[src/hw/rtl/bfs_shortest_path_unit_defines.svh]
// Assertion macros for the shortest path unit.
`ifndef BFS_SHORTEST_PATH_UNIT_DEFINES_SVH
`define BFS_SHORTEST_PATH_UNIT_DEFINES_SVH
`ifndef SYNTHESIS
`define BFSSP_ASSERT_CLK(lbl, clk, rst_n, prop) \
  lbl: assert property (@(posedge clk) disable iff (!rst_n) prop) \
    else $error("bfssp assertion failed");
`define BFSSP_ASSERT(lbl, prop) `BFSSP_ASSERT_CLK(lbl, clk_i, rst_ni, prop)
`else
`define BFSSP_ASSERT_CLK(lbl, clk, rst_n, prop)
`define BFSSP_ASSERT(lbl, prop)
`endif
`endif

[src/hw/rtl/bfssp_ram.sv]
module bfssp_ram #(
  parameter int unsigned W = 8,
  parameter int unsigned D = 64
) (
  input  logic                 clk_i,
  input  logic                 we_i,
  input  logic [$clog2(D)-1:0] waddr_i,
  input  logic [W-1:0]         wdata_i,
  input  logic                 re_i,
  input  logic [$clog2(D)-1:0] raddr_i,
  output logic [W-1:0]         rdata_o
);

  logic [W-1:0] mem [D];
  logic [W-1:0] rdata_q;

  always_ff @(posedge clk_i) begin
    if (we_i) begin
      mem[waddr_i] <= wdata_i;
    end
    if (re_i) begin
      rdata_q <= mem[raddr_i];
    end
  end

  assign rdata_o = rdata_q;

endmodule

[config.mk]
export PLATFORM = sky130hd
export DESIGN_NAME = bfssp_ram
export DESIGN_NICKNAME = d
export VERILOG_FILES = /design/src/hw/rtl/bfs_shortest_path_unit_defines.svh /design/src/hw/rtl/bfssp_ram.sv
export SDC_FILE = /design/constraint.sdc
export NUM_CORES = 1
export LEC_CHECK = 0
export ABC_AREA = 1
export BUFFER_PORTS_ARGS = -buffer_cell sky130_fd_sc_hd__buf_2
export CAP_MARGIN = 15
export CORE_UTILIZATION = 41
export DETAILED_ROUTE_END_ITERATION = 10
export GPL_TIMING_DRIVEN = 0
export SLEW_MARGIN = 20
export SYNTH_ARGS = -nofsm -noshare
export SYNTH_HDL_FRONTEND = slang
export SYNTH_SLANG_ARGS = --single-unit
[constraint.sdc]
create_clock -name clk_i -period 3.6 [get_ports clk_i]
set_input_delay 1.08 -clock clk_i [delete_from_list [all_inputs] [get_ports clk_i]]
set_output_delay 1.08 -clock clk_i [all_outputs]
set_load 0.1 [all_outputs]
# After elaboration in Yosys (flattened, before gate mapping)
# Memory sizes are Yosys's and may differ from the RTL's. A register that Yosys moved wholly into a read port is not among the register bits.
# Index checks and enable logic that the tools add are counted.
[totals]
ff_bits = 0
latchBits = 0
ramBits = 512
romBits = 0
in_bits = 23
out_inout_bits = 8
wordCells = 3
mem_count = 1
[classes]
addsub = 0
mul = 0
div = 0
magnitude_cmp = 0
eq_ne = 0
n_shift = 0
muxes = 2
bitwise_logic = 0
n_reduce_logical = 0
[memory_table]
columns = ["memory", "depth", "word_bits", "read_ports", "rd_clocked_by_memory_dff", "wr", "line_no", "rtl"]
rows = [
  ["mem", 64, 8, 1, 1, 1, "bfssp_ram.sv:14", "logic [W-1:0] mem [D];"],
]
[op_table]
columns = ["op", "count"]
rows = [
  ["$mux 1", 2],
]

# Depth between registers and ports, before layout
# Gate-level depths: netlist (run 1).
[depth]
word_depth = 2
depth_mapped = 12
ltp_nobuf = 9

# Worst setup path before layout (run 1)
# OpenSTA, ideal clock, no wires.
[synth_timing]
kind = "input to register"
startpoint = "in we_i"
endpoint = "mem mem[48][0] (enable)"
setup_ns = 0.395
arrival_time_ns = 2.451
required_ns = 3.205
path_slack_ns = 0.754
cell_stages = 3
n_path_buf = 1
path_cell_list = "clkbuf_1 -> nand4_1 -> nor4_1"
[synth_via]
elab_chain_len = 2
[synth_rtl]
columns = ["item", "line_no", "rtl"]
rows = [
  ["start: declaration", "bfssp_ram.sv:6", "input logic we_i,"],
  ["$mux 1", "bfssp_ram.sv:18", "if (we_i) begin"],
  ["$mux 1 (not written as such)", "bfssp_ram.sv:19", "mem[waddr_i] <= wdata_i;"],
  ["end: declaration", "bfssp_ram.sv:14", ""],
]
# Every way passes these cells.

# Final worst setup path (run 1)
[layout_timing]
startpoint = "in waddr_i[0]"
endpoint = "mem mem[8][6] (enable)"
[layout_lines]
columns = ["item", "line_no", "rtl"]
rows = [
  ["start: declaration", "bfssp_ram.sv:7", "input logic [$clog2(D)-1:0] waddr_i,"],
]
# No word-level cell before the write port.

==> results of run 1 <==
Yosys cell counts:
master / count / area share (%)
inv_2: 1 / 0.018
clkbuf_1: 15 / 0.26
buf_4: 14 / 0.49
nor2_1: 56 / 0.98
inv_1: 10 / 0.18
buf_2: 37 / 0.86
edfxtp_1: 520 / 73
nand4_1: 9 / 0.26
buf_8: 2 / 0.14
nor4_1: 8 / 0.23
buf_6: 35 / 1.8
inv_6: 1 / 0.041
nand3_1: 439 / 10
nand2_1: 648 / 11
buf_1: 10 / 0.18
worst max-delay path, stage by stage:
cell and delay (ns):
clkbuf_1 0.25, inv_1 0.35, nand4_1 0.74, nor2_1 1.11
metrics by stage:
step / utilization (%) / area (um2) / std cells / hold WS (ns) / power [uW]
finish: 47.0 / 24200 / 2608 / 0.909 / 13200
CTS: 47.0 / 24200 / 2608 / 0.880 / 13200
detailed placement: 43.8 / 22500 / 2517 / 0.937 / 7810
global route: 47.0 / 24200 / 2608 / 0.919 / 13500
global placement: 43.4 / 22400 / 2507 / 0.935 / 7790
floorplan: - / 21400 / 1805 / 0.797 / 7390
sequential cells by signal, indices dropped and copies added, names as in the netlist:
register and cells:
mem 512, rdata_o 8
cells in the final DEF (no fill, tap or decap), drive strengths merged:
cell        n
nor4        8
bufinv      7
nand4       9
buf       130
clkbuf     80
nand2     648
edfxtp    520
nand3     439
clkinvlp    5
inv        13
clkinv     13
nor2       56
power breakdown:
| part | total (uW) | internal [uW] | switching, uW | leakage (uW) |
|---|---|---|---|---|
| Combinational | 963 | 232 | 732 | 0.00320 |
| Clock | 5480 | 3190 | 2290 | 0.000806 |
| Sequential | 6730 | 6710 | 10.7 | 0.00469 |
| Total | 13200 | 10100 | 3030 | 0.00870 |
layer usage:
layer  global-route usage [%]  share of wire (%)
met4                     7.93                3.1
met2                     38.8                 46
met1                     33.3                 42
met3                     4.64                9.0
met5                        0              0.054
cell type report:
type                            count  area [um2]
Buffer                            113         808
Clock buffer                       65        1370
Clock inverter                     26         313
Fill cell                        4652       27300
Inverter                           12        50.0
Multi-Input combinational cell   1160        5000
Sequential cell                   520       15600
Tap cell                          680         851
Timing Repair Buffer               32         223
logic make-up after synthesis:
family | Yosys count | synth area share [%]
buf+inv | 125 | 4.01
flops | 520 | 72.9
simple gates | 1160 | 23.1
how the worst max path moves through the flow:
stage                             to        from  depth (start not counted)
after floorplan           mem[48][0]        we_i                          3
after global placement    mem[48][5]  waddr_i[3]                          4
after detailed placement  mem[10][7]  waddr_i[0]                          4
after CTS                 mem[10][0]  waddr_i[0]                          4
after global routing      mem[25][7]  waddr_i[1]                          4
final                      mem[8][6]  waddr_i[0]                          4
==> flow_metrics.env, run 1 <==
export IMPL_hold_start="re_i"
export IMPL_cts_setup_buffers=0
export IMPL_status="finished, final reports clean"
export IMPL_worst_slack_ns=0.260
export IMPL_cts_sinks=520
export IMPL_top_level_ports=31
export IMPL_post_place_ws_ns=-0.181
export IMPL_ant_nets=0
export IMPL_grt_setup_unrepaired="false"
export IMPL_synth_area_um2=21400
export IMPL_drtPass1Iterations=6
export IMPL_synth_cell_types=15
export IMPL_worst_pin_slew_ns=1.07
export IMPL_post_cts_resized=0
export IMPL_holdBufCountCts=0
export IMPL_die_h_um=231
export IMPL_cp_end_kind="register"
export IMPL_rows=83
export IMPL_ys_ff_latch=520
export IMPL_grt_ovfl_total=0
export IMPL_grt_pass1_wl_mm=92.2
export IMPL_whs_path_depth=1
export IMPL_worstSkewPairLatency_ns=0.60
export IMPL_fin_crit_sh_pct=92.8
export IMPL_grt_max_degree=65
export IMPL_hold_violations=0
export IMPL_grt_pass1_vias=13763
export IMPL_slew_violations=0
export IMPL_cts_root_buf="clkbuf_16"
export IMPL_clock_path_buffers=3
export IMPL_crit_fanout=9
export IMPL_max_cap_violations=0
export IMPL_rr_startpoint="mem[53][7]"
export IMPL_grt_use_total_pct=24.2
export IMPL_tns_ns=0
export IMPL_numCtsBuffers=52
export IMPL_avgSynthCellArea_um2=11.9
export IMPL_fmax_mhz=299
export IMPL_drc=0
export IMPL_wl_per_cell_um=24.3
export IMPL_synth_seq_area_share_pct=72.9
export IMPL_r2r_setup_slack_ns=1.94
export IMPL_hold_path_endpoint="rdata_o[6]"
export IMPL_wirelength_mm=63.4
export IMPL_arrival_ns=3.55
export IMPL_fin_nets=1914
export IMPL_synthCells=1805
export IMPL_slew_headroom_pct=28.5
export IMPL_finClkSkew_ns=0.0173
export IMPL_num_antenna_cells=0
export IMPL_dieArea_um2=53200
export IMPL_drtIter0Drc=1535
export IMPL_io_buffers=22
export IMPL_cts_tree="done"
export IMPL_critPathRequiredTime_ns=3.81
export IMPL_clk_pin_slew_ns=0.06
export IMPL_p_leak_uw=0.00870
export IMPL_gp_congestion=0.945
export IMPL_p_per_area_nw_per_um2=543
export IMPL_min_path_type="input pin to register"
export IMPL_finalSetupViolCount=0
export IMPL_coreArea_um2=51500
export IMPL_die_w_um=231
export IMPL_min_period_ns=3.34
export IMPL_syn_num_nets=1828
export IMPL_hpwl_mm=42.3
export IMPL_routed_via_count=14301
export IMPL_yosysWarnings=0
export IMPL_drive_gt1_share_pct=10.5
export IMPL_rr_endpoint="rdata_o[7]"
export IMPL_r2r_cells=8
export IMPL_initial_core_util_pct=41.6
export IMPL_area_growth_pct=13.1
export IMPL_crit_path_start_kind="input pin"
export IMPL_vias_per_cell=5.48
export IMPL_worst_setup_path_type="input pin to register"
export IMPL_htreeDepth=2
export IMPL_antenna_found_initial=3
export IMPL_ir_drop_uv=362
Note: power is estimated with default switching activity, not from simulation.
==> run 2: changes to the inputs <==
--- a/config.mk
+++ b/config.mk
@@ -8,6 +8,7 @@
 export ABC_AREA = 1
 export BUFFER_PORTS_ARGS = -buffer_cell sky130_fd_sc_hd__buf_2
 export CAP_MARGIN = 15
+export CORE_ASPECT_RATIO = 0.6
 export CORE_UTILIZATION = 41
 export DETAILED_ROUTE_END_ITERATION = 10
 export GPL_TIMING_DRIVEN = 0
==> run 2 against run 1 <==
  * Clock skew rose by 0.0044 ns
  * Sequential share of layout area is 0.36 points higher
  * Clock-buffer cell count shrank 9
  * Largest power group unchanged
==> flow_metrics.env, run 2 (same netlist as run 1, synthesis figures left out) <==
export IMPL_status="finished, final reports clean"
export IMPL_io_buffers=22
export IMPL_fin_cells=2616
export IMPL_antenna_found_initial=0
export IMPL_crit_fanout=9
export IMPL_grt_use_total_pct=25.5
export IMPL_fmax_mhz=308
export IMPL_slew_violations=0
export IMPL_top_level_ports=31
export IMPL_fin_nets=1910
export IMPL_htreeDepth=2
export IMPL_crit_path_start_kind="input pin"
export IMPL_arrival_ns=3.44
export IMPL_post_cts_resized=0
export IMPL_clk_pin_slew_ns=0.06
export IMPL_max_cap_violations=0
export IMPL_grt_setup_unrepaired="false"
export IMPL_drtPass1Iterations=6
export IMPL_ant_nets=0
export IMPL_drc=0
export IMPL_grt_pass1_wl_mm=96.1
export IMPL_vias_per_cell=5.60
export IMPL_drtIter0Drc=2128
export IMPL_rows=64
export IMPL_wl_per_cell_um=25.8
export IMPL_num_antenna_cells=0
export IMPL_ir_drop_uv=298
export IMPL_grt_ovfl_total=0
export IMPL_critPathRequiredTime_ns=3.79
export IMPL_hold_ws_ns=0.868
export IMPL_layout_commonest_cell="nand2_1"
export IMPL_gp_congestion=0.955
export IMPL_dieArea_um2=53200
export IMPL_wirelength_mm=67.4
export IMPL_fin_crit_sh_pct=90.3
export IMPL_worstSkewPairLatency_ns=0.58
export IMPL_cts_tree="done"
export IMPL_dp_cells=2530
export IMPL_cts_root_buf="clkbuf_16"
export IMPL_p_per_area_nw_per_um2=532
export IMPL_die_w_um=297
export IMPL_cp_end_kind="register"
export IMPL_finalSetupViolCount=0
export IMPL_slew_headroom_pct=20.8
export IMPL_finClkSkew_ns=0.0217
export IMPL_min_path_type="input pin to register"
export IMPL_final_cell_mix="nand2_1, edfxtp_1, nand3_1, buf_2, nor2_1"
export IMPL_initial_core_util_pct=41.8
export IMPL_grt_max_degree=65
export IMPL_largest_reg_flops=512
export IMPL_clock_path_buffers=3
export IMPL_top_register="mem"
export IMPL_cts_setup_buffers=0
export IMPL_grt_pass1_vias=13333
export IMPL_cts_sinks=520
export IMPL_numCtsBuffers=48
export IMPL_p_leak_uw=0.00864
export IMPL_coreArea_um2=51200
export IMPL_area_growth_pct=12.5
export IMPL_drive_gt1_share_pct=10.5
export IMPL_hpwl_mm=46.1
export IMPL_worst_pin_slew_ns=1.18
export IMPL_min_period_ns=3.25
export IMPL_die_h_um=179
export IMPL_hold_violations=0
export IMPL_holdBufCountCts=0
export IMPL_worst_setup_path_type="input pin to register"
export IMPL_routed_via_count=14657
==> run 2: metal layers <==
layer / routed length [um] / global-route usage [%] / share of wire (%) / up-vias
met5: 0 / 0 / 0 / -
met4: 991 / 3.97 / 1.5 / 0
met3: 8870 / 7.20 / 13 / 80
met2: 26300 / 34.6 / 39 / 868
met1: 31200 / 40.6 / 46 / 7190
li1: - / - / - / 6519
==> run 2: critical path, cell delays in order <==
cell	delay [ns]
clkbuf_1	0.21
inv_1	0.31
nand4_1	0.66
nor2_1	1.16
==> run 2: layout make-up <==
type	instances	area [um2]
plain buffers	113	808
clock buffers	56	1250
clock inverters	30	277
fillers	4650	27200
inverters	12	50.0
multi-input cells	1160	5000
flip-flops and latches	520	15600
well taps	693	867
repair buffers	32	218
==> run 2: metrics by stage <==
| step | TNS (ns) | util, % | area, um2 | total power [uW] | setup WS (ns) |
|---|---|---|---|---|---|
| floorplan | 0 | - | 21400 | 7390 | 0.754 |
| global placement | -19.42 | 43.7 | 22400 | 7820 | -0.359 |
| detailed placement | -5.31 | 44.0 | 22600 | 7840 | -0.142 |
| CTS | 0 | 47.0 | 24100 | 12800 | 0.443 |
| global route | 0 | 47.0 | 24100 | 13100 | 0.411 |
| finish | 0 | 47.0 | 24100 | 12800 | 0.350 |
==> run 2: path summary, 6_finish.rpt <==
kind	slack (ns)	cells after the start	from	to
worst min-delay path	0.87	1	wdata_i[2]	mem[49][2]
worst min register to register	0.99	8	mem[42][3]	rdata_o[3]
worst max-delay path	0.35	4	waddr_i[2]	mem[27][2]
worst max register to register	2.01	8	mem[27][1]	rdata_o[1]
==> run 2: where the power goes <==
part / leakage (uW) / total (uW) / switching, uW / internal [uW]
sequential: 0.00469 / 6720 / 11.4 / 6710
combinational: 0.00321 / 1010 / 776 / 233
clock: 0.000744 / 5100 / 2250 / 2850
