--- src/hw/rtl/bfs_shortest_path_unit_defines.svh ---
// Assertion macros for the shortest path unit.
`ifndef BFS_SHORTEST_PATH_UNIT_DEFINES_SVH
`define BFS_SHORTEST_PATH_UNIT_DEFINES_SVH
`ifndef SYNTHESIS
`define BFSSP_ASSERT_CLK(lbl, clk, rst_n, prop) \
  lbl: assert property (@(posedge clk) disable iff (!rst_n) prop) \
    else $error("bfssp assertion failed");
`define BFSSP_ASSERT(lbl, prop) `BFSSP_ASSERT_CLK(lbl, clk_i, rst_ni, prop)
`else
`define BFSSP_ASSERT_CLK(lbl, clk, rst_n, prop)
`define BFSSP_ASSERT(lbl, prop)
`endif
`endif

--- src/hw/rtl/bfssp_ffs.sv ---
module bfssp_ffs #(
  parameter int unsigned W = 64
) (
  input  logic [W-1:0]         vec_i,
  output logic                 any_o,
  output logic [$clog2(W)-1:0] idx_o
);

  localparam int unsigned IW = $clog2(W);

  // lowest set bit wins
  always_comb begin
    idx_o = '0;
    for (int i = W - 1; i >= 0; i--) begin
      if (vec_i[i]) begin
        idx_o = IW'(i);
      end
    end
  end

  assign any_o = |vec_i;

endmodule

--- config.mk ---
export PLATFORM = sky130hd
export DESIGN_NAME = bfssp_ffs
export DESIGN_NICKNAME = d
export VERILOG_FILES = /design/src/hw/rtl/bfs_shortest_path_unit_defines.svh /design/src/hw/rtl/bfssp_ffs.sv
export SDC_FILE = /design/constraint.sdc
export NUM_CORES = 1
export LEC_CHECK = 0
export ABC_AREA = 0
export BUFFER_PORTS_ARGS = -buffer_cell sky130_fd_sc_hd__buf_2
export CORE_UTILIZATION = 40
export DETAILED_ROUTE_END_ITERATION = 8
export GPL_ROUTABILITY_DRIVEN = 1
export PLACE_DENSITY = 0.84
export SLEW_MARGIN = 20
export SYNTH_ARGS = -nofsm -noshare
export SYNTH_HDL_FRONTEND = slang
export SYNTH_SLANG_ARGS = --single-unit
--- constraint.sdc ---
create_clock -name vclk -period 2.85
set_input_delay 0.4275 -clock vclk [all_inputs]
set_output_delay 0.4275 -clock vclk [all_outputs]
set_load 0.02 [all_outputs]
After elaboration in Yosys (flattened, before gate mapping) --
Cells that the tools add are included.
Word-level totals: input port bits 64, output and inout bits 7, logic and storage cells 65, bits in registers 0
Operators by class: reductions and logical operators 1, multiplexer cells 64
Operators by type and width (number):
- $mux W6 | 64
- $reduce_or A64 Y1 | 1

Logic depth before layout (Yosys ltp) --
Gate-level depths: netlist (run 1).
depth in word-level cells 64, mapped depth 5, mapped depth without buffers 5

Worst setup path before layout (run 1) --
No wires, ideal clock.
path kind input to output, start point input vec_i[15], end point output idx_o[5], path buffers 0, arrival 1.946 ns, stages on the path 4, slack 0.477 ns, required time 2.423 ns, cells stage by stage or4_4 > nor2b_2 > nand3_1 > nor4_1
On the way: cells in the longest elaborated chain, start to end 16
Ends and longest elaborated chain:
- from (decl) | RTL line bfssp_ffs.sv:4 | input logic [W-1:0] vec_i,
- $mux W6 (16 in series) | RTL line bfssp_ffs.sv:15 | if (vec_i[i]) begin
- to (decl) | RTL line bfssp_ffs.sv:6 | output logic [$clog2(W)-1:0] idx_o
No other way between the ends.

Worst setup path in the final report (run 1) --
start point input vec_i[15], end point output idx_o[2]
The elaborated chain is that of the path after synthesis.

==> results of run 1 <==
## worst paths after layout
kind | startpoint | endpoint | slack [ns] | depth (start not counted)
max | vec_i[15] | idx_o[2] | 0.54 | 7
min | vec_i[1] | idx_o[3] | 1.26 | 5
## synth_stat cells, drive strengths merged
| library cell | instances | area [um2] |
|---|---|---|
| nand2b | 4 | 25.02 |
| o311ai | 3 | 26.28 |
| and3 | 1 | 6.260 |
| or4 | 5 | 45.04 |
| or2 | 1 | 6.260 |
| o21ai | 7 | 35.03 |
| o21a | 3 | 22.52 |
| or3 | 3 | 18.77 |
| a21oi | 10 | 50.05 |
| nand3b | 1 | 7.510 |
| nor3 | 12 | 60.06 |
| a221oi | 1 | 8.760 |
| o2111ai | 1 | 8.760 |
| nor2b | 5 | 33.78 |
| nand3 | 7 | 40.04 |
| o21bai | 3 | 22.52 |
| a31oi | 2 | 12.51 |
| nor2 | 20 | 77.58 |
| nand2 | 9 | 33.78 |
| o211ai | 4 | 30.03 |
| o41ai | 1 | 8.760 |
| o311a | 1 | 10.01 |
| a2111oi | 1 | 8.760 |
| nor4b | 1 | 23.77 |
| o211a | 1 | 10.01 |
| o31a | 1 | 8.760 |
| a21boi | 3 | 22.52 |
| inv | 10 | 37.54 |
| o31ai | 3 | 22.52 |
| a211oi | 2 | 15.01 |
| and2 | 1 | 6.260 |
| nor4 | 18 | 142.6 |
## metrics by stage
step	instances	worst slack, ns	util [%]	area, um2
after floorplan	145	0.4767	-	887.1
after CTS	243	0.5326	63.12	1276
final	243	0.5421	63.12	1276
after detailed placement	243	0.5355	63.12	1276
after global placement	243	0.5495	63.12	1276
after global routing	243	0.4139	63.12	1276
## power by group
group	internal [W]	switching [W]	total [W]	leakage (nW)
registers	0	0	0	0
clock network	0	0	0	0
logic	0.0000602	0.0000737	0.000134	0.528
total	0.0000602	0.0000737	0.000134	0.528
## area by class of cell
cell class,count,share of cell area [%]
multi-input combinational,135,66.57
inverter,10,2.941
tap,27,2.647
timing repair buffer,71,27.84
## logic make-up (layout without fill, tap and decap cells)
family                 Yosys count  after routing
and+or+nand+nor                 88             88
buffers and inverters           10             81
AOI/OAI and AO/OA               47             47
## layer usage
metal / GRT usage [%] / up-vias / wire (um)
met4: 0 / 0 / 0
li1: - / 727 / -
met5: 0 / - / 0
met3: 1.558 / 0 / 190
met1: 27.96 / 586 / 1213
met2: 43.15 / 62 / 1298
==> impl_metrics.yaml, run 1 <==
floorplanning:
  die_area_um2: 2410
  die_h_um: 49.10
  coreArea_um2: 2022
  die_x_um: 49.10
  std_cell_rows: 16
  io_pins: 71
  start_util_pct: 43.87
finish:
  seq_cells: 0
  final_common_cell: "buf_2"
  fin_nets: 282
  multiInputGateArea_um2: 849.6
  areaGrowthSynthToFinish_pct: 43.86
  nFillCells: 222
  drive_gt1_share_pct: 36.57
  regArea_um2: 0
  layout_common_cells: "buf_2, nor2_1, nor4_1"
  antenna_cells: 0
  clock_buffers: 0
yosys:
  synth_compound_area_share_pct: 36.39
  yosys_warnings: 0
  ys_types: 40
  synthMuxAreaShare_pct: 0
  ys_seq_area_share_pct: 0
  synth_top_family_by_area: "simple AND/OR/NAND/NOR gates"
  synthSimpleGateAreaFrac_pct: 59.38
  mappedNetlistNets: 209
  synth_cells: 145
  synth-adder-area-share_pct: 0
  synthXorXnorAreaFrac_pct: 0
  postSynthAreaPerCell_um2: 6.118
  netlist_area_um2: 887.1
worst_setup_path:
  crit_chain: "buf_2, or4_4, nor4_1, o211ai_1, o211ai_1, a21boi_1, buf_2"
  crit_fanout: 4
  endpoint_kind: "output pin"
  critPathKind: "in -> out"
  cp.required_ns: 2.42
  crit_path_start_kind: "primary input"
  cpPeakStageDelay_ns: 0.55
  slowest_stage: "or4_4"
  cp.arrival_ns: 1.88
  crit_buf_inv: 2
  critPathTopFamily: "simple AND/OR/NAND/NOR gates"
grt:
  grt_pass1_vias: 1172
  grt_overflow: 0
  grt_util_all_layers_pct: 22.33
  grt_pass1_wl_um: 4526
  antenna_found_initial: 0
  grt_max_degree: 6
min_path:
  min_path_type: "in -> out"
sta:
  finalCriticalPeriod_ns: 2.308
  rsz0062_at_grt: "no"
  fmax_ghz: 0.4333
  drv_slew: 0
  setup_violations: 0
  hold_ws_ns: 1.256
  timing.final.crit_share_pct: 80.98
  worstMarginPinSlew_ns: 0.4867
  relSlewSlack_pct: 67.26
  tns_ns: 0
  hold_violations: 0
placement:
  dp_hpwl_um: 2419
  gp_congestion: 0.8278
  io_buffers: 71
detailed_routing:
  viasPerCell: 5.658
  drt_pass1_iterations: 4
  drt_iter0_drc: 33
  vias: 1375
  final_antenna_net_count: 0
  routed_wl_um: 2703
  drc_errors: 0
  wl_per_cell_um: 11.12
pwr:
  p_leak_nw: 0.5282
  total_power_w: 0.0001339
  p_per_area_nw_per_um2: 104.9
  ir_drop_mv: 0.05111
clock_tree:
  cts_hold_buf: 0
  cts_resized: 0
  cts_setup_buffers: 0
outcome:
  outcome: "completed"
flow_run:
  cap_violations: 0
Power figures use the tool's default switching activity.
==> inputs of run 2 (changes only) <==
Clock period 2.85 ns to 2.2 ns, I/O delays scaled along.
==> impl_metrics.yaml, run 2 (synthesis results as in run 1) <==
worst_setup_path:
  critPathTopFamily: "simple AND/OR/NAND/NOR gates"
  endpoint_kind: "output pin"
  cp.required_ns: 1.87
  cp-endpoint: "any_o"
  cp_common_cell: "buf_2"
  worstSetupPathDepth: 7
  cp.arrival_ns: 1.76
  cpPeakStageDelay_ns: 0.54
  slowest_stage: "or4_4"
  crit_chain: "buf_2, or4_4, nor4b_4, nand3_2, nor2_2, nand3b_1, buf_2"
  crit_fanout: 3
  critPathKind: "in -> out"
  crit_start: "vec_i[62]"
  crit_path_start_kind: "primary input"
  crit_buf_inv: 2
sta:
  timing.final.crit_share_pct: 95.07
  hold_violations: 0
  finalCriticalPeriod_ns: 2.092
  fin_ws_ns: 0.1084
  fmax_ghz: 0.4781
  setup_violations: 0
  drv_slew: 0
  rsz0062_at_grt: "yes"
  relSlewSlack_pct: 67.52
  worstMarginPinSlew_ns: 0.4827
placement:
  gp_congestion: 0.8123
  place_ws_ns: 0.07587
  io_buffers: 71
  dp_hpwl_um: 2387
detailed_routing:
  drt_iter0_drc: 23
  wl_per_cell_um: 10.96
  viasPerCell: 5.701
  final_antenna_net_count: 0
  routed_wl_um: 2674
  drc_errors: 0
  vias: 1391
  drt_pass1_iterations: 4
finish:
  clock_buffers: 0
  layout_common_cells: "buf_2, nor2_1, nor4_1"
  finish.utilization_pct: 65.97
  multiInputGateArea_um2: 872.1
  areaGrowthSynthToFinish_pct: 50.35
  regArea_um2: 0
  nFillCells: 197
  drive_gt1_share_pct: 38.25
  antenna_cells: 0
  fin_nets: 283
  seq_cells: 0
  final_common_cell: "buf_2"
grt:
  grt_util_all_layers_pct: 21.36
  grt_max_degree: 6
  antenna_found_initial: 0
  grt_overflow: 0
  grt_pass1_wl_um: 4340
  grt_pass1_vias: 1147
floorplanning:
  die_h_um: 49.10
  io_pins: 71
  coreArea_um2: 2022
  die_area_um2: 2410
  start_util_pct: 43.87
  die_x_um: 49.10
  std_cell_rows: 16
pwr:
  p_per_area_nw_per_um2: 134.6
  ir_drop_mv: 0.07858
  p_leak_nw: 0.5583
outcome:
  outcome: "completed"
flow_run:
  cap_violations: 0
clock_tree:
  cts_setup_buffers: 0
min_path:
  min_path_type: "in -> out"
## run 2: cell count changes in the layout (fill, tap and decap cells not counted)
cell | previous run | this run
nor4_1 | 16 | 15
buf_4 | 0 | 2
or4_1 | 3 | 1
nor4_4 | 2 | 3
buf_6 | 0 | 4
buf_2 | 71 | 66
or4_4 | 2 | 4
## run 2: per-stage QoR
stage / area (um2) / power, W / hold slack [ns] / TNS [ns] / cells
2_1_floorplan: 887.1 / 0.00006225 / 0.8318 / 0 / 145
3_3_place_gp: 1284 / 0.0001698 / 1.062 / 0 / 244
5_1_grt: 1334 / 0.0002007 / 1.095 / -0.01433 / 244
3_5_place_dp: 1284 / 0.0001714 / 1.061 / 0 / 244
6_report: 1334 / 0.0001796 / 1.057 / 0 / 244
4_1_cts: 1284 / 0.0001722 / 1.062 / 0 / 244
## run 2: worst min path at each step
stage | slack (ns) | depth (start not counted) | end | startpoint
after floorplan | 0.83 | 3 | idx_o[3] | vec_i[0]
after global placement | 1.06 | 5 | idx_o[3] | vec_i[1]
after detailed placement | 1.06 | 5 | idx_o[3] | vec_i[1]
after CTS | 1.06 | 5 | idx_o[3] | vec_i[1]
after global routing | 1.10 | 5 | idx_o[3] | vec_i[1]
final | 1.06 | 5 | idx_o[3] | vec_i[1]
## run 2: final cells by class
cell class	count	share of cell area, %
timing repair buffer	72	29.27
multi-input combinational	135	65.38
inverter	10	2.814
tap	27	2.533
## run 2: repair_timing
action,in CTS,in global routing
endpoints found under the setup margin,0,1
hold buffers,0,0
gates resized for setup,0,11
## run 2: power by group
group | internal [W] | switching, W
Clock | 0 | 0
Sequential | 0 | 0
Combinational | 0.0000837 | 0.0000959
## run 2: layer usage
layer  global-route usage [%]  part of all wire, %  up-vias
li1                         -                    -      732
met1                    27.59                   44      601
met2                    39.73                   49       56
met3                    1.246                  6.6        2
met4                    1.471                 0.52        0
met5                        0                    0        -
==> inputs of run 3 (changes only) <==
Settings changed: CORE_UTILIZATION 40 to 42, PLACE_DENSITY 0.84 to 0.87.
==> impl_metrics.yaml, run 3 (synthesis results as in run 1) <==
finish:
  instances_no_fill: 243
  fin_nets: 282
  layout_common_cells: "buf_2, nor2_1, nor4_1"
  regArea_um2: 0
  clock_buffers: 0
  final_common_cell: "buf_2"
  areaGrowthSynthToFinish_pct: 51.06
  finish.utilization_pct: 67.61
  drive_gt1_share_pct: 39.35
  antenna_cells: 0
  seq_cells: 0
grt:
  grt_util_all_layers_pct: 23.97
  grt_pass1_vias: 1060
  grt_pass1_wl_um: 4077
  grt_overflow: 0
  antenna_found_initial: 0
  grt_max_degree: 6
floorplanning:
  std_cell_rows: 16
  start_util_pct: 44.76
  io_pins: 71
  die_x_um: 47.96
  die_h_um: 47.96
  coreArea_um2: 1982
  die_area_um2: 2300
sta:
  drv_slew: 0
  finalCriticalPeriod_ns: 2.112
  hold_violations: 0
  relSlewSlack_pct: 67.14
  fin_ws_ns: 0.08826
  setup_violations: 0
  rsz0062_at_grt: "yes"
  timing.final.crit_share_pct: 95.99
  tns_ns: 0
  fmax_ghz: 0.4735
  worstMarginPinSlew_ns: 0.4883
detailed_routing:
  vias: 1388
  final_antenna_net_count: 0
  drc_errors: 0
  wl_per_cell_um: 11.65
  routed_wl_um: 2830
  drt_iter0_drc: 20
  drt_pass1_iterations: 4
  viasPerCell: 5.712
pwr:
  seq_power_share_pct: 0
  pwr-share-clk_pct: 0
  pwr-share-comb_pct: 100.0
  switchingPower_w: 0.00009962
  ir_drop_mv: 0.07947
  p_leak_nw: 0.5551
  p_int_w: 0.00008424
  p_sw_share_pct: 54.18
  p_per_area_nw_per_um2: 137.2
placement:
  io_buffers: 71
  place_ws_ns: 0.007721
  dp_hpwl_um: 2459
  gp_congestion: 0.7801
  dp_cells: 243
outcome:
  outcome: "completed"
worst_setup_path:
  crit_path_start_kind: "primary input"
  endpoint_kind: "output pin"
  cp.arrival_ns: 1.78
  cp.required_ns: 1.87
  crit_fanout: 3
  critPathKind: "in -> out"
min_path:
  min_path_type: "in -> out"
  hp-start: "vec_i[1]"
  holdPathStages: 5
  hold_end: "idx_o[3]"
flow_run:
  cap_violations: 0
clock_tree:
  cts_setup_buffers: 0
-- run 3: cell count changes in the layout (fill, tap and decap cells not counted), sizes merged --
cell  before  now
buf       72   71
-- run 3: per-layer routing --
layer	wire (um)	part of all wire [%]	global-route usage, %
met5	0	0	0
met4	0	0	1.667
met3	143	5.1	1.509
met2	1400	49	47.03
met1	1286	45	29.23
-- run 3: worst max-delay path by stage --
stage	endpoint	start	cells after the start	slack, ns
4_1_cts	idx_o[2]	vec_i[15]	7	0.006
3_3_place_gp	idx_o[2]	vec_i[62]	7	0.1
6_report	any_o	vec_i[62]	7	0.09
3_5_place_dp	idx_o[2]	vec_i[15]	7	0.008
5_1_grt	idx_o[2]	vec_i[14]	7	0.0002
2_1_floorplan	idx_o[5]	vec_i[15]	4	0.02
-- run 3: metrics by stage --
step	total power [W]	area (um2)	hold slack, ns
6_report	0.0001839	1340	1.072
2_1_floorplan	0.00006225	887.1	0.8318
4_1_cts	0.0001730	1276	1.070
3_3_place_gp	0.0001695	1276	1.067
5_1_grt	0.0002034	1340	1.106
3_5_place_dp	0.0001721	1276	1.070
-- run 3: final cells by class --
cell class,count,area (um2)
fillers,186,641.9
inverters,10,37.54
repair buffers,71,382.9
well taps,27,33.78
multi-input cells,135,885.9
-- run 3: critical path, cell delays in order --
cell,delay [ns]
buf_2,0.11
or4_4,0.55
nor4b_4,0.30
nand3_2,0.12
nor2_2,0.14
nand3b_1,0.08
buf_2,0.16
-- run 3: what timing repair did --
action                     CTS  global route
hold buffers                 0             0
resized for setup            0            14
setup endpoints to repair    0             2
-- run 3: power groups by stage --
stage / clock, W / combinational (W) / sequential, W
after CTS: 0 / 0.000173 / 0
after detailed placement: 0 / 0.000172 / 0
after floorplan: 0 / 0.0000623 / 0
after global routing: 0 / 0.000203 / 0
after global placement: 0 / 0.000169 / 0
final: 0 / 0.000184 / 0
